`config.mk`:
```
export PLATFORM = sky130hd
export DESIGN_NAME = adh_ctrl
export DESIGN_NICKNAME = d
export VERILOG_FILES = /design/src/rtl/adh_pkg.sv /design/src/rtl/adh_ctrl.sv
export SDC_FILE = /design/constraint.sdc
export NUM_CORES = 1
export LEC_CHECK = 0
export BUFFER_PORTS_ARGS = -buffer_cell sky130_fd_sc_hd__buf_2
export CORE_AREA = 10 10 47 49
export CTS_CLUSTER_DIAMETER = 200
export DETAILED_ROUTE_END_ITERATION = 6
export DIE_AREA = 0 0 57 59
export GPL_TIMING_DRIVEN = 0
export PLACE_DENSITY = 0.73
export SETUP_SLACK_MARGIN = 0.3
export SYNTH_ARGS = -nofsm -noshare
export SYNTH_HDL_FRONTEND = slang
export SYNTH_SLANG_ARGS = --single-unit
```
`constraint.sdc`:
```
create_clock -name clk -period 2.6 [get_ports clk]
set_clock_uncertainty 0.2 [all_clocks]
set_input_delay 0.26 -clock clk [delete_from_list [all_inputs] [get_ports clk]]
set_output_delay 0.26 -clock clk [all_outputs]
set_load 0.01 [all_outputs]
```
`src/rtl/adh_pkg.sv`:
```
// ----------------------------------------------------------------------------
// adh_pkg
// Shared constants, types and threshold table for the angle deviation
// histogram: field widths, controller states, command and status groups.
// ----------------------------------------------------------------------------
package adh_pkg;

    localparam int COMPONENT_WIDTH     = 16;
    localparam int FIELD_WIDTH         = 16;
    localparam int COUNT_WIDTH         = 32;
    localparam int THRESHOLD_FRAC_BITS = 48;

    localparam int NUM_AXES    = 3;
    localparam int NUM_EDGES   = 12;
    localparam int NUM_BINS    = NUM_EDGES + 1;
    localparam int BIN_W       = 4;
    localparam int LIMIT_W     = 4;
    localparam int BIN_COUNT_W = 32;

    localparam logic [LIMIT_W-1:0] LIMIT_RESET = LIMIT_W'(5);

    localparam int NORM_W    = 2 * COMPONENT_WIDTH;
    localparam int DOT_W     = NORM_W + 1;
    localparam int PROD_W    = 2 * NORM_W;
    localparam int QUOT_W    = THRESHOLD_FRAC_BITS + 1;
    localparam int DIV_STEPS = QUOT_W;
    localparam int STEP_W    = $clog2(DIV_STEPS);
    localparam int AXIS_W    = $clog2(NUM_AXES);

    localparam int IN_FIELDS_W  = 2 * NUM_AXES * FIELD_WIDTH;
    localparam int IN_TDATA_W   = ((IN_FIELDS_W + 7) / 8) * 8;
    localparam int OUT_FIELDS_W = BIN_W + 1 + BIN_COUNT_W;
    localparam int OUT_TDATA_W  = ((OUT_FIELDS_W + 7) / 8) * 8;

    // bin edges in millidegrees
    localparam int EDGE_MDEG [NUM_EDGES] = '{
        1, 2, 5, 10, 20, 50, 100, 200, 500, 1000, 2000, 5000
    };
    // (2n+1)(2n+2) for the sine series terms
    localparam int SERIES_DIV [6] = '{12, 30, 56, 90, 132, 182};
    // pi/180 in Q0.64
    localparam logic [63:0] DEG_RAD_Q64 = 64'd321956420358983237;

    typedef logic [NUM_EDGES-1:0][THRESHOLD_FRAC_BITS-1:0] thresh_tab_t;

    typedef enum logic [2:0] {
        ST_IDLE,
        ST_NORM,
        ST_SQ_DOT,
        ST_SQ_NORM,
        ST_DIVIDE,
        ST_UPDATE
    } adh_state_t;

    typedef struct packed {
        logic              capture;
        logic              acc;
        logic [AXIS_W-1:0] axis;
        logic              sq_dot;
        logic              sq_norm;
        logic              div_load;
        logic              div_step;
        logic              div_first;
        logic              update;
    } adh_cmd_t;

    typedef struct packed {
        logic degenerate;
        logic out_free;
    } adh_status_t;

    typedef struct packed {
        logic [BIN_W-1:0]       bin_index;
        logic                   angle_ok;
        logic                   degenerate;
        logic [BIN_COUNT_W-1:0] bin_count;
    } adh_result_t;

    function automatic logic signed [COMPONENT_WIDTH-1:0] to_component(
        input logic [FIELD_WIDTH-1:0] f
    );
        return COMPONENT_WIDTH'(f);
    endfunction

    function automatic logic [63:0] mul_hi64(input logic [63:0] a, input logic [63:0] b);
        logic [127:0] p;
        p = 128'(a) * 128'(b);
        return p[127:64];
    endfunction

    // sin^2 of one bin edge, Q0.THRESHOLD_FRAC_BITS
    function automatic logic [63:0] edge_threshold(input int k);
        logic [63:0] e;
        logic [63:0] q;
        logic [63:0] r;
        logic [63:0] x;
        logic [63:0] y;
        logic [63:0] t;
        logic [63:0] sum;
        e = 64'(EDGE_MDEG[k]);
        q = DEG_RAD_Q64 / 1000;
        r = DEG_RAD_Q64 % 1000;
        x = e * q + (e * r + 64'd500) / 1000;
        y = mul_hi64(x, x);
        t = y;
        sum = y;
        for (int n = 1; n <= 6; n++)
        begin
            t = mul_hi64(t, y);
            t = (t * 64'd4) / 64'(SERIES_DIV[n-1]);
            if ((n & 1) != 0)
            begin
                sum = sum - t;
            end
            else
            begin
                sum = sum + t;
            end
        end
        sum = sum + (64'd1 << (63 - THRESHOLD_FRAC_BITS));
        return sum >> (64 - THRESHOLD_FRAC_BITS);
    endfunction

    function automatic thresh_tab_t threshold_table();
        thresh_tab_t tab;
        for (int k = 0; k < NUM_EDGES; k++)
        begin
            tab[k] = THRESHOLD_FRAC_BITS'(edge_threshold(k));
        end
        return tab;
    endfunction

    localparam thresh_tab_t THRESHOLDS = threshold_table();

endpackage

```
`src/rtl/adh_ctrl.sv`:
```
// ----------------------------------------------------------------------------
// adh_ctrl
// Sequencer for one transaction: norm accumulation over the axes, dot^2,
// norm product and divider iterations unless degenerate, histogram update.
// ----------------------------------------------------------------------------
module adh_ctrl
    import adh_pkg::*;
(
    input  logic        clk,
    input  logic        rst_n,
    input  logic        in_valid,
    output logic        in_ready,
    input  adh_status_t status,
    output adh_cmd_t    cmd
);

    adh_state_t        state_reg;
    adh_state_t        state_next;
    logic [STEP_W-1:0] step_reg;
    logic [STEP_W-1:0] step_next;

    always_ff @(posedge clk or negedge rst_n)
    begin
        if (!rst_n)
        begin
            state_reg <= ST_IDLE;
            step_reg  <= '0;
        end
        else
        begin
            state_reg <= state_next;
            step_reg  <= step_next;
        end
    end

    always_comb
    begin
        state_next = state_reg;
        step_next  = step_reg;
        in_ready   = 1'b0;
        cmd        = '0;
        case (state_reg)
            ST_IDLE:
            begin
                in_ready = 1'b1;
                if (in_valid)
                begin
                    cmd.capture = 1'b1;
                    step_next   = '0;
                    state_next  = ST_NORM;
                end
            end
            ST_NORM:
            begin
                cmd.acc  = 1'b1;
                cmd.axis = step_reg[AXIS_W-1:0];
                if (step_reg == STEP_W'(NUM_AXES - 1))
                begin
                    step_next  = '0;
                    state_next = ST_SQ_DOT;
                end
                else
                begin
                    step_next = step_reg + STEP_W'(1);
                end
            end
            ST_SQ_DOT:
            begin
                cmd.sq_dot = 1'b1;
                if (status.degenerate)
                begin
                    state_next = ST_UPDATE;
                end
                else
                begin
                    state_next = ST_SQ_NORM;
                end
            end
            ST_SQ_NORM:
            begin
                cmd.sq_norm  = 1'b1;
                cmd.div_load = 1'b1;
                step_next    = '0;
                state_next   = ST_DIVIDE;
            end
            ST_DIVIDE:
            begin
                cmd.div_step  = 1'b1;
                cmd.div_first = (step_reg == '0);
                if (step_reg == STEP_W'(DIV_STEPS - 1))
                begin
                    step_next  = '0;
                    state_next = ST_UPDATE;
                end
                else
                begin
                    step_next = step_reg + STEP_W'(1);
                end
            end
            ST_UPDATE:
            begin
                if (status.out_free)
                begin
                    cmd.update = 1'b1;
                    state_next = ST_IDLE;
                end
            end
            default:
            begin
                state_next = ST_IDLE;
            end
        endcase
    end

endmodule

```
==> summary.txt <==
Outcome
  • Outcome: finished, final reports clean

Logic synthesis
  • Seq cells post-synth: 9
  • Synth unique cells: 28
  • Combinational family with the most area after synthesis: simple AND/OR/NAND/NOR gates
  • Compound-gate portion of the synthesized area: 21.1%
  • Yosys warning count: 0
  • Syn Area/Cell: 8.59 µm²
  • Syn_nets: 82
  • Mux contribution to synthesized area: 1.77%
  • Simple-Gate Fraction of Synth Area: 28.5%
  • Netlist Area Pre-Place: around 640 µm²
  • Synth Area in Adders: 5.91%
  • Post-synthesis sequential area ratio: about 35%
  • Synth Instances: 74
  • Synth Area in XOR/XNOR: under 10%

Worst hold path
  • Worst Hold Class: in -> reg
  • Hold_sp: status[1]
  • Worst Hold End: state_reg[1]
  • Hold path depth: 4

Floorplan
  • Full die area: 3360 µm²
  • # IOs: 16
  • Total core area: ~1400 µm²
  • Standard-cell rows: 14
  • Die height: a little under 60 µm
  • Die Width: roughly 57 µm
  • Initial core utilization: between 40% and 50%

Placed design
  • Port buffer count: 15
  • Worst slack at placement: 0.659 ns
  • DP Wirelength: around 1100 µm
  • Dpl cell area: 731 µm²
  • Placed cell count: about 110
  • Final Wtd Congestion: approximately 0.85

Cells and area
  • Fin area: around 770 µm²
  • Total Nets Final: around 100
  • Antenna Cells: 0
  • Commonest non-fill, non-tap cells in the layout: 15 x buf_2, 9 x dfrtp_1, 8 x nor2_1, 6 x nand2_1
  • Most common cell after layout, fill and taps aside: buf_2
  • Non-Filler Instances: 110
  • Largest register FFs: 6
  • Fillers: about 140
  • Area Growth Syn to Fin: 20.7%
  • Layout cells sized above 1: between 20% and 30%

Clock network
  • Clock Latency Late Sink: between 0.2 and 0.3 ns
  • CTS root buf: clkbuf_4
  • Clock Pin Slew Worst Setup and Hold Paths: around 0.060 ns
  • Num CTS Buffers: 3
  • Clock tree buffer depth: 2
  • # clock sinks: 9
  • H-tree levels: 1
  • Post-CTS setup buffer count: 0
  • CTS tree: built

STA
  • Least-Margin Pin Slew: roughly 0.63 ns
  • Fin worst setup slack: around 0.53 ns
  • Final hold vios: 0
  • Slew margin rel.: 57.7%
  • Post-layout minimum cycle time: approximately 2.1 ns
  • RSZ-0062 raised after global routing: no
  • Final Cycle Share: around 80%
  • Slew Limit Fails: 0
  • Setup tns final: 0 ns
  • Max Clock Freq: slightly below 500 MHz
  • Final setup viols: 0

Global routing
  • M1 GR Usage: 9.07%
  • First-pass GRT wire length: roughly 2300 µm
  • Antenna violations before repair: 0
  • Total gr overflow: 0
  • Layer with the highest usage: met2
  • Met2 Usage GRT: around 14%
  • Largest net degree at the start of global routing: 11
  • Met3 usage: 2.79%
  • Vias in the first global route: 569
  • Overall Global Routing Usage: under 10%

Worst setup path
  • Worst endpoint required time: between 2 and 2.5 ns
  • CP Buf/Inv Count: 1
  • Crit Path Category: reg -> out
  • CP Cell Sequence: or3b_2, nor4_1, buf_2
  • RR Endpoint: step_reg[2]
  • Critical Path End Type: output pin
  • R2r setup slk: 0.64 ns
  • Worst Path Arrival: about 1.6 ns
  • Worst r2r src: step_reg[2]
  • Reg2Reg Depth: 4
  • Critical Path Source Type: flop
  • CP max stage cell: or3b_2
  • Slowest stage delay, CP: 0.52 ns
  • Critical-path maximum fanout: 4
  • Delay-heaviest family, CP: simple AND/OR/NAND/NOR gates

Power
  • Pwr/cell area: between 300 and 400 nW/µm²
  • Peak supply drop: around 0.00019 V
  • Power consumption: 257 µW
  • Leakage power total: approximately 0.37 nW

Route
  • Drt pass-1 iters: 4
  • ANT nets after route: 0
  • First-iteration detailed-routing DRC count: 20
  • Drt wl/cell: 12.8 µm
  • DRC violations left: 0
  • Drt via density: about 5.4
  • Final WL: 1410 µm
  • Vias after detailed routing: roughly 600

Run
  • Max-cap check violation count: 0
what timing repair did:
| action | in CTS | in global routing |
|---|---|---|
| hold buffers | 1 | 0 |
| hold endpoints to repair | 9 | 0 |
| resized for setup | 0 | 0 |
area by class of cell:
type                    count  area, µm²  share of cell area, %
clock buffers               4       26.3                   3.43
multi-input cells          56        373                   48.6
inverters                   5       18.8                   2.45
repair buffers             16       85.1                   11.1
well taps                  16       20.0                   2.61
plain buffers               4       18.8                   2.45
flip-flops and latches      9        225                   29.4
worst max path at each step:
stage	from	to	slack [ns]	cells after the start
6_report	state_reg[0]	cmd[1]	0.53	3
5_1_grt	state_reg[0]	cmd[7]	0.45	3
4_1_cts	state_reg[0]	cmd[1]	0.52	3
3_5_place_dp	step_reg[2]	step_reg[2]	0.66	4
3_3_place_gp	step_reg[2]	step_reg[2]	0.67	4
2_1_floorplan	step_reg[2]	step_reg[3]	0.76	4
synth_stat cells, drive strengths merged:
library cell  n  share of area [%]
nor3b         2                2.4
nand3         2                1.6
nor2          8                4.7
a21oi         5                3.9
or4           1                1.8
a22oi         1                1.2
ha            3                5.9
nor2b         2                2.0
a41o          1                1.6
and2          4                3.9
mux2          1                1.8
clkbuf        3                1.8
a211oi        1                1.2
xor2          1                1.4
nand2b        1               0.98
buf           1                1.2
inv           5                3.0
a22o          2                2.8
o21ai         5                5.7
nand2         7                5.3
nor3          2                1.6
dfrtp         9                 35
or3b          1                1.4
and3          2                2.0
nor4          1               0.98
a221o         3                4.7
power breakdown:
group | internal (mW) | switching [mW] | total, mW | leakage, nW
clock | 0.0592 | 0.0495 | 0.109 | 0.0150
sequential | 0.140 | 0 | 0.140 | 0.112
combinational | 0.00358 | 0.00480 | 0.00837 | 0.243
total | 0.203 | 0.0543 | 0.257 | 0.370
tightest hold or removal path, cell delays in order:
cell and delay (ns):
buf_2 0.09, nor2_1 0.04, nand2_1 0.06, a21oi_1 0.06
cells by family (layout without fill, tap and decap cells):
group | after synthesis | count (layout)
multiplexers | 1 | 1
AO/OA/AOI/OAI | 18 | 18
AND/OR/NAND/NOR | 33 | 33
flip-flops | 9 | 9
XOR/XNOR | 1 | 1
adder cells (fa/ha/maj) | 3 | 3
buffers and inverters | 9 | 29
through the flow:
step,util [%],hold WS [ns]
6_report,54.7,0.0815
5_1_grt,54.7,0.114
4_1_cts,54.7,0.0845
3_5_place_dp,52.1,-0.0735
3_3_place_gp,52.1,-0.0782
2_1_floorplan,-,-0.236
routing by layer:
| metal | wire length [µm] | vias up |
|---|---|---|
| met5 | 0 | - |
| met4 | 30 | 0 |
| met1 | 615 | 273 |
| li1 | - | 302 |
| met2 | 662 | 16 |
| met3 | 96 | 5 |
Note: power is estimated with default switching activity, not from simulation.
